==> config.mk <==
export PLATFORM = sky130hd
export DESIGN_NAME = unsorted_array_priority_queue_core
export DESIGN_NICKNAME = d
export VERILOG_FILES = /design/src/design/upq_pkg.sv /design/src/design/upq_ctrl.sv /design/src/design/upq_datapath.sv /design/src/design/unsorted_array_priority_queue_core.sv
export SDC_FILE = /design/constraint.sdc
export NUM_CORES = 2
export LEC_CHECK = 0
export ABC_AREA = 1
export BUFFER_PORTS_ARGS = -buffer_cell sky130_fd_sc_hd__buf_2
export CAP_MARGIN = 20
export CORE_MARGIN = 2
export CORE_UTILIZATION = 45
export CTS_CLUSTER_SIZE = 8
export DETAILED_ROUTE_END_ITERATION = 7
export SETUP_SLACK_MARGIN = 0.02
export SYNTH_ARGS = -nofsm -noshare
export SYNTH_HDL_FRONTEND = slang
export SYNTH_SLANG_ARGS = --single-unit
export TNS_END_PERCENT = 100
==> constraint.sdc <==
create_clock -name clock -period 10.8 [get_ports clock]
set_clock_uncertainty 0.1 [all_clocks]
set_input_delay 0 -clock clock [delete_from_list [all_inputs] [get_ports clock]]
set_output_delay 0 -clock clock [all_outputs]
set_load 0.03 [all_outputs]
==> src/design/upq_pkg.sv <==
// shared constants, codes and controller/datapath interface types
package upq_pkg;

   localparam int CAPACITY_DEF = 64;

   localparam int TAG_W   = 16;
   localparam int PRIO_W  = 16;
   localparam int REQ_W   = 3;
   localparam int STAT_W  = 3;
   localparam int COUNT_W = 7;

   localparam logic [REQ_W-1:0] REQ_ENQUEUE = 3'd0;
   localparam logic [REQ_W-1:0] REQ_DEQUEUE = 3'd1;
   localparam logic [REQ_W-1:0] REQ_PEEK    = 3'd2;
   localparam logic [REQ_W-1:0] REQ_CHANGE  = 3'd3;
   localparam logic [REQ_W-1:0] REQ_CLEAR   = 3'd4;

   localparam logic [STAT_W-1:0] ST_OK        = 3'd0;
   localparam logic [STAT_W-1:0] ST_EMPTY     = 3'd1;
   localparam logic [STAT_W-1:0] ST_NOT_FOUND = 3'd2;
   localparam logic [STAT_W-1:0] ST_NOT_LOWER = 3'd3;
   localparam logic [STAT_W-1:0] ST_FULL      = 3'd4;

   typedef struct packed {
      logic accept;
      logic exec;
      logic scan;
      logic shift_init;
      logic shift;
      logic pop;
      logic update;
      logic load;
   } upq_cmd_type;

   typedef struct packed {
      logic [REQ_W-1:0] op;
      logic             empty;
      logic             scan_last;
      logic             shift_done;
   } upq_stat_type;

endpackage

==> src/design/upq_ctrl.sv <==
// sequencing state machine of the priority queue
module upq_ctrl
   import upq_pkg::*;
(
   input  logic         clock,
   input  logic         reset,
   input  logic         req_valid,
   output logic         req_stall,
   output logic         rsp_valid,
   input  logic         rsp_stall,
   input  upq_stat_type stat,
   output upq_cmd_type  cmd
);

   typedef enum logic [6:0] {
      S_IDLE   = 7'b0000001,
      S_EXEC   = 7'b0000010,
      S_SCAN   = 7'b0000100,
      S_PREP   = 7'b0001000,
      S_SHIFT  = 7'b0010000,
      S_UPDATE = 7'b0100000,
      S_FINISH = 7'b1000000
   } upq_state_type;

   upq_state_type state_ff, state_in;
   logic          rsp_valid_ff, rsp_valid_in;
   logic          out_free;
   logic          needs_scan;

   assign out_free   = !rsp_valid_ff || !rsp_stall;
   assign needs_scan = !stat.empty && ((stat.op == REQ_DEQUEUE) || (stat.op == REQ_PEEK)
                                       || (stat.op == REQ_CHANGE));

   always_comb begin
      state_in = state_ff;
      cmd      = '0;
      unique case (state_ff)
         S_IDLE: begin
            if (req_valid) begin
               cmd.accept = 1'b1;
               state_in   = S_EXEC;
            end
         end
         S_EXEC: begin
            cmd.exec = 1'b1;
            state_in = needs_scan ? S_SCAN : S_FINISH;
         end
         S_SCAN: begin
            cmd.scan = 1'b1;
            if (stat.scan_last) begin
               priority if (stat.op == REQ_DEQUEUE) state_in = S_PREP;
               else if (stat.op == REQ_CHANGE)      state_in = S_UPDATE;
               else                                 state_in = S_FINISH;
            end
         end
         S_PREP: begin
            cmd.shift_init = 1'b1;
            state_in       = S_SHIFT;
         end
         S_SHIFT: begin
            cmd.shift = 1'b1;
            if (stat.shift_done) begin
               cmd.pop  = 1'b1;
               state_in = S_FINISH;
            end
         end
         S_UPDATE: begin
            cmd.update = 1'b1;
            state_in   = S_FINISH;
         end
         S_FINISH: begin
            // wait for the output register to be free
            if (out_free) begin
               cmd.load = 1'b1;
               state_in = S_IDLE;
            end
         end
         default: state_in = S_IDLE;
      endcase
   end

   always_comb begin
      rsp_valid_in = rsp_valid_ff;
      priority if (cmd.load)          rsp_valid_in = 1'b1;
      else if (!rsp_stall)            rsp_valid_in = 1'b0;
   end

   always_ff @(posedge clock) begin
      if (reset) begin
         state_ff     <= S_IDLE;
         rsp_valid_ff <= 1'b0;
      end else begin
         state_ff     <= state_in;
         rsp_valid_ff <= rsp_valid_in;
      end
   end

   assign req_stall = (state_ff != S_IDLE);
   assign rsp_valid = rsp_valid_ff;

endmodule

==> src/design/upq_datapath.sv <==
// entry store, scan and shift datapath with the result register
module upq_datapath
   import upq_pkg::*;
#(
   parameter int CAPACITY = CAPACITY_DEF
)
(
   input  logic                     clock,
   input  logic                     reset,
   input  upq_cmd_type              cmd,
   output upq_stat_type             stat,
   input  logic [REQ_W-1:0]         req_type,
   input  logic [TAG_W-1:0]         req_value_tag,
   input  logic signed [PRIO_W-1:0] req_priority_req,
   output logic [TAG_W-1:0]         rsp_out_tag,
   output logic signed [PRIO_W-1:0] rsp_out_priority,
   output logic [STAT_W-1:0]        rsp_status,
   output logic [COUNT_W-1:0]       rsp_entry_count,
   output logic                     rsp_is_empty
);

   localparam int IDX_W  = $clog2(CAPACITY);
   localparam int CLOG_C = $clog2(CAPACITY + 1);
   localparam int CNT_W  = (CLOG_C > COUNT_W) ? CLOG_C : COUNT_W;
   localparam int WORD_W = TAG_W + PRIO_W;

   // entry store
   logic [WORD_W-1:0] mem [CAPACITY];
   logic              we, re;
   logic [IDX_W-1:0]  waddr, raddr;
   logic [WORD_W-1:0] wdata;
   logic [WORD_W-1:0] q_ff;
   logic [IDX_W-1:0]  q_idx_ff;
   logic              rv_ff;

   // request and scan state
   logic [REQ_W-1:0]         op_ff, op_in;
   logic [TAG_W-1:0]         tag_ff, tag_in;
   logic signed [PRIO_W-1:0] prio_ff, prio_in;
   logic [STAT_W-1:0]        status_ff, status_in;
   logic [CNT_W-1:0]         count_ff, count_in;
   logic [CNT_W-1:0]         rd_ff, rd_in;
   logic [IDX_W-1:0]         wr_ptr_ff, wr_ptr_in;
   logic [TAG_W-1:0]         best_tag_ff, best_tag_in;
   logic signed [PRIO_W-1:0] best_prio_ff, best_prio_in;
   logic [IDX_W-1:0]         best_idx_ff, best_idx_in;
   logic                     found_ff, found_in;
   logic [IDX_W-1:0]         found_idx_ff, found_idx_in;
   logic signed [PRIO_W-1:0] found_prio_ff, found_prio_in;

   // result register
   logic [TAG_W-1:0]         out_tag_ff, out_tag_in;
   logic signed [PRIO_W-1:0] out_prio_ff, out_prio_in;
   logic [STAT_W-1:0]        out_status_ff, out_status_in;
   logic [COUNT_W-1:0]       out_count_ff, out_count_in;
   logic                     out_empty_ff, out_empty_in;

   logic [TAG_W-1:0]         q_tag;
   logic signed [PRIO_W-1:0] q_prio;
   logic                     empty, full, more_rd, better, reports;
   logic [IDX_W-1:0]         last_idx;

   assign q_tag    = q_ff[WORD_W-1:PRIO_W];
   assign q_prio   = $signed(q_ff[PRIO_W-1:0]);
   assign empty    = (count_ff == '0);
   assign full     = (count_ff == CNT_W'(CAPACITY));
   assign more_rd  = (rd_ff < count_ff);
   assign last_idx = IDX_W'(count_ff - CNT_W'(1));
   // first entry, strictly smaller priority, or a tie won by the smaller tag
   assign better   = (q_idx_ff == '0) || (q_prio < best_prio_ff)
                     || ((q_prio == best_prio_ff) && (q_tag < best_tag_ff));
   assign reports  = ((op_ff == REQ_DEQUEUE) || (op_ff == REQ_PEEK)) && (status_ff == ST_OK);

   assign stat.op         = op_ff;
   assign stat.empty      = empty;
   assign stat.scan_last  = rv_ff && (q_idx_ff == last_idx);
   assign stat.shift_done = !more_rd && !rv_ff;

   always_comb begin
      op_in         = op_ff;
      tag_in        = tag_ff;
      prio_in       = prio_ff;
      status_in     = status_ff;
      count_in      = count_ff;
      rd_in         = rd_ff;
      wr_ptr_in     = wr_ptr_ff;
      best_tag_in   = best_tag_ff;
      best_prio_in  = best_prio_ff;
      best_idx_in   = best_idx_ff;
      found_in      = found_ff;
      found_idx_in  = found_idx_ff;
      found_prio_in = found_prio_ff;
      out_tag_in    = out_tag_ff;
      out_prio_in   = out_prio_ff;
      out_status_in = out_status_ff;
      out_count_in  = out_count_ff;
      out_empty_in  = out_empty_ff;
      we            = 1'b0;
      waddr         = '0;
      wdata         = q_ff;
      re            = 1'b0;
      raddr         = '0;

      if (cmd.accept) begin
         op_in     = req_type;
         tag_in    = req_value_tag;
         prio_in   = req_priority_req;
         status_in = ST_OK;
      end

      if (cmd.exec) begin
         found_in = 1'b0;
         rd_in    = CNT_W'(1);
         unique case (op_ff)
            REQ_ENQUEUE: begin
               if (full) begin
                  status_in = ST_FULL;
               end else begin
                  we       = 1'b1;
                  waddr    = count_ff[IDX_W-1:0];
                  wdata    = {tag_ff, prio_ff};
                  count_in = count_ff + CNT_W'(1);
               end
            end
            REQ_DEQUEUE, REQ_PEEK: begin
               if (empty) status_in = ST_EMPTY;
               else       re        = 1'b1;
            end
            REQ_CHANGE: begin
               if (empty) status_in = ST_NOT_FOUND;
               else       re        = 1'b1;
            end
            REQ_CLEAR: count_in = '0;
            default: ;
         endcase
      end

      if (cmd.scan) begin
         if (rv_ff) begin
            if (better) begin
               best_tag_in  = q_tag;
               best_prio_in = q_prio;
               best_idx_in  = q_idx_ff;
            end
            // the last match wins
            if (q_tag == tag_ff) begin
               found_in      = 1'b1;
               found_idx_in  = q_idx_ff;
               found_prio_in = q_prio;
            end
         end
         if (more_rd) begin
            re    = 1'b1;
            raddr = rd_ff[IDX_W-1:0];
            rd_in = rd_ff + CNT_W'(1);
         end
      end

      if (cmd.shift_init) begin
         wr_ptr_in = best_idx_ff;
         rd_in     = CNT_W'(best_idx_ff) + CNT_W'(1);
      end

      // stream later entries down one slot
      if (cmd.shift) begin
         if (rv_ff) begin
            we        = 1'b1;
            waddr     = wr_ptr_ff;
            wdata     = q_ff;
            wr_ptr_in = wr_ptr_ff + IDX_W'(1);
         end
         if (more_rd) begin
            re    = 1'b1;
            raddr = rd_ff[IDX_W-1:0];
            rd_in = rd_ff + CNT_W'(1);
         end
      end

      if (cmd.pop) begin
         count_in = count_ff - CNT_W'(1);
      end

      if (cmd.update) begin
         priority if (!found_ff)              status_in = ST_NOT_FOUND;
         else if (prio_ff > found_prio_ff)    status_in = ST_NOT_LOWER;
         else begin
            we    = 1'b1;
            waddr = found_idx_ff;
            wdata = {tag_ff, prio_ff};
         end
      end

      if (cmd.load) begin
         out_tag_in    = reports ? best_tag_ff : '0;
         out_prio_in   = reports ? best_prio_ff : '0;
         out_status_in = status_ff;
         out_count_in  = count_ff[COUNT_W-1:0];
         out_empty_in  = empty;
      end
   end

   always_ff @(posedge clock) begin
      if (we) mem[waddr] <= wdata;
      q_ff     <= mem[raddr];
      q_idx_ff <= raddr;
   end

   always_ff @(posedge clock) begin
      if (reset) begin
         rv_ff    <= 1'b0;
         count_ff <= '0;
      end else begin
         rv_ff    <= re;
         count_ff <= count_in;
      end
   end

   always_ff @(posedge clock) begin
      op_ff         <= op_in;
      tag_ff        <= tag_in;
      prio_ff       <= prio_in;
      status_ff     <= status_in;
      rd_ff         <= rd_in;
      wr_ptr_ff     <= wr_ptr_in;
      best_tag_ff   <= best_tag_in;
      best_prio_ff  <= best_prio_in;
      best_idx_ff   <= best_idx_in;
      found_ff      <= found_in;
      found_idx_ff  <= found_idx_in;
      found_prio_ff <= found_prio_in;
      out_tag_ff    <= out_tag_in;
      out_prio_ff   <= out_prio_in;
      out_status_ff <= out_status_in;
      out_count_ff  <= out_count_in;
      out_empty_ff  <= out_empty_in;
   end

   assign rsp_out_tag      = out_tag_ff;
   assign rsp_out_priority = out_prio_ff;
   assign rsp_status       = out_status_ff;
   assign rsp_entry_count  = out_count_ff;
   assign rsp_is_empty     = out_empty_ff;

endmodule

==> src/design/unsorted_array_priority_queue_core.sv <==
// Priority queue over an unsorted entry store, scanned one entry per cycle.
//
// Request channel (req_valid/req_stall): req_type selects enqueue, dequeue,
// peek, change priority or clear; req_value_tag and req_priority_req carry
// the operands. Every request gives exactly one response transfer on the
// rsp_ channel with tag, priority, status, entry count and empty flag.
// One request is in work at a time; req_stall is low only while idle.
// Enqueue, clear, unused codes and any request on an empty queue skip the
// scan; peek scans, change priority scans and then updates the matched entry,
// and dequeue scans and then shifts the entries after the chosen slot.
// The scan reads the store once per entry; a dequeue then moves every
// later entry down one slot, reading one slot and writing another per cycle.
// The response sits in an output register, so the next request is taken
// while it waits; if the receiver keeps rsp_stall high, that next request
// finishes its work and holds in its final state until the register frees.
// Reset empties the queue at once and drops any pending response; store
// contents are not cleared.
module unsorted_array_priority_queue_core
   import upq_pkg::*;
#(
   parameter int CAPACITY = CAPACITY_DEF
)
(
   input  logic                     clock,
   input  logic                     reset,
   input  logic                     req_valid,
   output logic                     req_stall,
   input  logic [REQ_W-1:0]         req_type,
   input  logic [TAG_W-1:0]         req_value_tag,
   input  logic signed [PRIO_W-1:0] req_priority_req,
   output logic                     rsp_valid,
   input  logic                     rsp_stall,
   output logic [TAG_W-1:0]         rsp_out_tag,
   output logic signed [PRIO_W-1:0] rsp_out_priority,
   output logic [STAT_W-1:0]        rsp_status,
   output logic [COUNT_W-1:0]       rsp_entry_count,
   output logic                     rsp_is_empty
);

   upq_cmd_type  cmd;
   upq_stat_type stat;

   upq_ctrl u_ctrl (
      .clock     (clock),
      .reset     (reset),
      .req_valid (req_valid),
      .req_stall (req_stall),
      .rsp_valid (rsp_valid),
      .rsp_stall (rsp_stall),
      .stat      (stat),
      .cmd       (cmd)
   );

   upq_datapath #(
      .CAPACITY (CAPACITY)
   ) u_datapath (
      .clock            (clock),
      .reset            (reset),
      .cmd              (cmd),
      .stat             (stat),
      .req_type         (req_type),
      .req_value_tag    (req_value_tag),
      .req_priority_req (req_priority_req),
      .rsp_out_tag      (rsp_out_tag),
      .rsp_out_priority (rsp_out_priority),
      .rsp_status       (rsp_status),
      .rsp_entry_count  (rsp_entry_count),
      .rsp_is_empty     (rsp_is_empty)
   );

endmodule

**Word-level counts from Yosys, hierarchy flattened**

Memories as Yosys holds them, arrays and structs flattened. A register that Yosys moved wholly into a read port is not among the register bits.
Cells that the tools add are included.

- Flip-flop bits (word level): 177
- RAM bits: 2048
- Output and inout port bits: 45
- Memories: 1

- Add/subtract/negate cells: 5
- Magnitude comparators: 4
- Equal/unequal tests: 22
- Multiplexer cells: 83
- Reduce and logical (&&, ||, !) cells: 27

Memories:

| name | depth | width | read ports | clocked after memory_dff | wr ports | RTL line | source |
|---|---|---|---|---|---|---|---|
| u_datapath.mem | 64 | 32 | 1 | 1 | 1 | upq_datapath.sv:28 | `logic [WORD_W-1:0] mem [CAPACITY];` |

Operators with widths:

| kind | count |
|---|---|
| $mux W32 | 8 |
| $mux W7 | 16 |
| $mux W6 | 15 |
| $pmux W7 S7 | 1 |
| $eq A16 B16 Y1 | 2 |
| $lt A16 B16 Y1 | 2 |
| $mux W1 | 32 |
| $mux W3 | 8 |
| $gt A16 B16 Y1 | 1 |
| $add A7 B1 Y7 const B | 2 |
| $eq A7 B7 Y1 const B | 2 |
| $pmux W7 S2 | 1 |
| $pmux W3 S3 | 1 |
| $reduce_and A3 Y1 | 3 |
| $add A6 B1 Y7 const B | 1 |
| $eq A7 B1 Y1 const B | 1 |
| $eq A7 B2 Y1 const B | 1 |
| $eq A7 B3 Y1 const B | 1 |
| $eq A7 B4 Y1 const B | 1 |
| $eq A7 B5 Y1 const B | 1 |
| $eq A7 B6 Y1 const B | 1 |
| $logic_not A7 Y1 | 1 |
| $lt A7 B7 Y1 | 1 |
| $ne A7 B1 Y1 const B | 1 |
| 20 further kinds | 37 |

**Logic depth before layout (Yosys ltp)**

- Word-level depth: 11
- Depth in mapped cells: 22
- Gate-level depth less buffers: 20

**By module**

From an unflattened synthesis, not the netlist that was laid out.

- Cells, all modules: 9302
- Area total of the unflattened synthesis: 98478.2 µm²

Modules (own cells, without submodules):

| module | instances | cells each | area an instance (µm²) | sequential area each (µm²) |
|---|---|---|---|---|
| upq_datapath | 1 | 9208 | 97930.2 | 66904.2 |
| upq_ctrl | 1 | 94 | 548.0 | 160.2 |

**Worst setup path before layout**

OpenSTA, ideal clock, no wires.

- Path kind: register to register
- Start: reg u_datapath.prio_ff[15]
- End: mem u_datapath.mem[35][0] (netlist bit) (enable)
- Library setup time: 421 ps
- Data arrival time: 3480 ps
- Required time: 10279 ps
- Path slack: 6799 ps
- Cell stages (with the launch flop): 14
- Path buffers: 0
- Cells stage by stage: edfxtp_1 > ha_1 > nand2_1 > o21bai_1 > nand2_1 > a21oi_1 > nand3_1 > nand3_1 > nand3_1 > nand2_1 > nand2_1 > inv_2 > nand3_1 > nor2_1

- Cells in the longest elaborated chain, start to end: 6
- Elaborated cells on any way between the ends: 9
- Those cells by class: 1 x order compare; 8 x mux

Ends and longest elaborated chain:

| what | RTL line | source |
|---|---|---|
| from (decl) | upq_datapath.sv:39 | `logic signed [PRIO_W-1:0] prio_ff, prio_in;` |
| from (signal assigned) | upq_datapath.sv:221 | `prio_ff <= prio_in;` |
| $gt A16 B16 Y1 * | upq_datapath.sv:185 | `else if (prio_ff > found_prio_ff) status_in = ST_NOT_LOWER;` |
| $mux W1 | upq_datapath.sv:185 |  |
| $mux W1 | upq_datapath.sv:184 | `priority if (!found_ff) status_in = ST_NOT_FOUND;` |
| $mux W1 | upq_datapath.sv:183 | `if (cmd.update) begin` |
| $mux W1 | upq_datapath.sv:203 | `if (we) mem[waddr] <= wdata;` |
| $mux W1 (implied by the code) | upq_datapath.sv:203 |  |
| to (decl) | upq_datapath.sv:28 |  |

Every way passes the cells marked *; elsewhere a longest branch is shown, timed or not.

**Worst setup path after layout**

- Start: reg u_datapath.count_ff[2]
- End: reg u_datapath.q_ff[3], read port of u_datapath.mem

- Cells in the longest elaborated chain, start to end: 5

Ends and longest elaborated chain:

| what | RTL line | source |
|---|---|---|
| from (decl) | upq_datapath.sv:41 | `logic [CNT_W-1:0] count_ff, count_in;` |
| from (signal assigned) | upq_datapath.sv:214 | `count_ff <= count_in;` |
| $lt A7 B7 Y1 * | upq_datapath.sv:67 | `assign more_rd = (rd_ff < count_ff);` |
| $mux W6 | upq_datapath.sv:152 | `if (more_rd) begin` |
| $mux W6 | upq_datapath.sv:138 | `if (cmd.scan) begin` |
| $mux W6 | upq_datapath.sv:172 | `if (more_rd) begin` |
| $mux W6 * | upq_datapath.sv:165 | `if (cmd.shift) begin` |
| to (decl) | upq_datapath.sv:32 | `logic [WORD_W-1:0] q_ff;` |

Marks and branches as above.
A chain may end at the register's enable or synchronous reset.

==> results.toml <==
[clock_network]
clock_latency_ns = 0.95
cts_resized = 0
path_clk_slew_ns = 0.05
clock-root-buffer = "clkbuf_16"
htreeDepth = 5
cts_tree = "done"
numCtsBuffers = 332
cts_buffer_depth = 4
cts_sinks = 2257

[sta]
final.setup.tns_ns = 0
setup_viol = 0
hold_viol = 0
whs_ns = 0.210
grt_setup_unrepaired = "false"
fmax_mhz = 178
worstMarginPinSlew_ns = 1.20
drv_slew = 0
layout_setup_ws_ns = 5.19
fin_crit_sh = 0.519
slew_headroom = 0.202
period_minus_slack_ns = 5.61

[detailed_routing]
drtAntennaViolNets = 0
dr_total_vias = 66100
initialDrtViolationCount = 9250
drcViolationCount = 0
routed_wl_um = 296000
first_pass_iters = 7
vias_per_cell = 5.59
wl_per_cell_um = 25.0

[final_layout]
stdcell_area_mm2 = 0.109
fill_cells = 18000
area_growth_pct = 14.7
nNetsFinal = 8943
final_layout_size_suffix_gt1_frac = 0.0795

[min_path]
min_path_type = "primary input to flip-flop"

[global_route]
antenna_found_initial = 13
grt_pass1_wl_um = 427000
grt_pass1_vias = 61500
grtUsageTotal = 0.270
grt_max_degree = 175
gr-total-overflow = 0

[floorplanning]
io_pins = 84
chipWidth_um = 464
die_h_um = 464
core.rowCount = 168
core_area_mm2 = 0.210
dieArea_mm2 = 0.215
start_util = 0.454

[logic_synthesis]
yosysWarnings = 0
synth_ff_type = "edfxtp_1"
syn_avg_cell_area_um2 = 11.0
netlist_area_mm2 = 0.0953
yosys.cell_types.count = 50
synthTopCellsByCount = "nand2_1, edfxtp_1, nand3_1"
yosysMostFrequentCell = "nand2_1"
async_flop_share = 0
syn-num-nets = 8763
netlist.area_leader.share = 0.689
synthCells = 8666
synth_edf_count = 2186
synth_area_leaders = "edfxtp_1, nand2_1, nand3_1"
ys_ff_latch = 2257
yosysTopAreaCell = "edfxtp_1"
synth-seq-area-share = 0.704

[placed_design]
post-place-ws_ns = 5.41
portBuffers = 83
post-dp-hpwl_um = 169000
placed_area_mm2 = 0.0991
place.gp.congestion = 0.897

[critical_path]
critPathTopFamily = "buffers and inverters"
critPathMaxStageDelay_ns = 0.75
cp_max_fo = 127
worst_setup_path_end_kind = "flip-flop"
arrival_ns = 6.34
worstPathRequired_ns = 11.53
slowest_stage = "buf_4"
start_kind = "flip-flop"
path_buf_inv = 4
path_cells = "inv_1 -> ha_1 -> a21oi_1 -> nand2_1 -> nand2_2 -> nand3_4 -> nor2_4 -> buf_12 -> buf_4 -> buf_4 -> nand3_1 -> nand3_1 -> nand2_1 -> nand2_1 -> nand3_1 -> nand3_1 -> nand2_1"
path_class = "flip-flop to flip-flop"

[flow_run]
cap_violations = 0

[power_and_ir_drop]
ir_drop_mv = 0.142
p_per_area_mw_per_mm2 = 176
leakagePower_nw = 42.2

[status]
status = "completed"
==> report_power, final <==
part	total (mW)	internal, mW	switching [mW]
registers	9.58	9.54	0.0343
logic	0.372	0.0945	0.277
clock network	9.26	5.65	3.61
total	19.2	15.3	3.92
==> layout by cell type, fill, tap and decap left out, types with 6 or more instances in the layout <==
master / netlist / layout
nand2_1: 2571 / 2568
edfxtp_1: 2186 / 2186
nand3_1: 1818 / 1814
inv_1: 1053 / 1021
clkbuf_16: 0 / 337
clkbuf_1: 102 / 144
buf_4: 63 / 84
buf_2: 237 / 83
o21ai_0: 82 / 82
dlygate4sd3_1: 0 / 79
nor2_1: 145 / 77
nor2_4: 2 / 71
dfxtp_1: 71 / 71
ha_1: 58 / 58
buf_12: 0 / 54
o21bai_1: 35 / 35
a21oi_1: 31 / 30
inv_2: 12 / 24
diode_2: 0 / 21
xor2_1: 20 / 20
nand4_1: 16 / 16
clkinv_2: 0 / 14
nor3_1: 12 / 12
o211ai_1: 11 / 11
inv_6: 0 / 9
nor4_1: 9 / 8
nand2_2: 5 / 7
o221ai_1: 7 / 7
o21ai_1: 7 / 7
buf_16: 0 / 6
==> metal layers <==
| layer | GRT usage | share of wire | up-vias | routed length (µm) |
|---|---|---|---|---|
| met2 | 0.389 | 0.43 | 3559 | 127000 |
| met3 | 0.0613 | 0.11 | 538 | 33500 |
| met4 | 0.114 | 0.043 | 6 | 12700 |
| met5 | 0 | 0.00013 | - | 38 |
| li1 | - | - | 29600 | - |
| met1 | 0.392 | 0.41 | 32400 | 123000 |
==> worst paths after layout <==
| path | from | end | slack (ns) | cells after the start |
|---|---|---|---|---|
| setup / recovery | u_datapath.count_ff[2]$_SDFFE_PP0P_ | u_datapath.q_ff[3]$_DFF_P_ | 5.19 | 17 |
| hold reg to reg | u_datapath.status_ff[1]$_DFF_P_ | u_datapath.rsp_status[1]$_DFFE_PP_ | 0.34 | 0 |
| hold / removal | req_value_tag[15] | u_datapath.tag_ff[15]$_DFFE_PP_ | 0.21 | 3 |
| setup reg to reg | u_datapath.count_ff[2]$_SDFFE_PP0P_ | u_datapath.q_ff[3]$_DFF_P_ | 5.19 | 17 |
==> layout make-up <==
type / count / area, µm² / share of cell area
clock inverter: 9 / 73.8 / 0.000675
antenna: 21 / 52.6 / 0.000481
timing repair buffer: 306 / 3080 / 0.0282
multi-input combinational: 4884 / 22500 / 0.206
inverter: 1065 / 4040 / 0.0369
clock buffer: 482 / 8990 / 0.0822
tap: 2805 / 3510 / 0.0321
sequential: 2257 / 67100 / 0.614
==> timing repair <==
action / in CTS / in global routing
setup buffers: 0 / 0
hold endpoints to repair: 110 / 0
hold buffers: 79 / 0
==> state kept, by name, indices dropped and copies added, names as in the netlist, 3 cells and up <==
signal	cells
u_datapath.mem	2048
u_datapath.q_ff	32
u_datapath.best_prio_ff	16
u_datapath.best_tag_ff	16
u_datapath.found_prio_ff	16
u_datapath.prio_ff	16
u_datapath.rsp_out_priority	16
u_datapath.rsp_out_tag	16
u_datapath.tag_ff	16
u_ctrl.state_ff	7
u_datapath.count_ff	7
u_datapath.rd_ff	7
u_datapath.rsp_entry_count	7
u_datapath.best_idx_ff	6
u_datapath.found_idx_ff	6
u_datapath.q_idx_ff	6
u_datapath.wr_ptr_ff	6
u_datapath.op_ff	3
u_datapath.rsp_status	3
u_datapath.status_ff	3
==> kinds of logic (layout without fill, tap and decap cells) <==
group / count (synthesis) / after routing / share of synthesized area
AO/OA/AOI/OAI: 202 / 202 / 0.0129
XOR/XNOR: 24 / 24 / 0.00221
adder cells (fa/ha/maj): 58 / 58 / 0.00762
buffers and inverters: 1525 / 1862 / 0.0662
flip-flops: 2257 / 2257 / 0.704
other: 0 / 21 / 0
AND/OR/NAND/NOR: 4600 / 4600 / 0.207
==> metrics by stage <==
step           cells  total power, mW   util
2_1_floorplan   8666             9.93      -
3_3_place_gp   11200             10.1  0.469
3_5_place_dp   11200             10.1  0.472
4_1_cts        11800             19.3  0.519
5_1_grt        11800             19.7  0.520
6_report       11800             19.2  0.521
==> worst register-to-register path, stage by stage (launching register included) <==
cell and delay (ns):
dfxtp_1 0.48, inv_1 0.16, ha_1 0.32, a21oi_1 0.16, nand2_1 0.10, nand2_2 0.12
nand3_4 0.21, nor2_4 0.18, buf_12 0.56, buf_4 0.91, buf_4 0.81, nand3_1 0.17
nand3_1 0.23, nand2_1 0.16, nand2_1 0.16, nand3_1 0.34, nand3_1 0.28, nand2_1 0.07
Note: power is estimated with default switching activity, not from simulation.
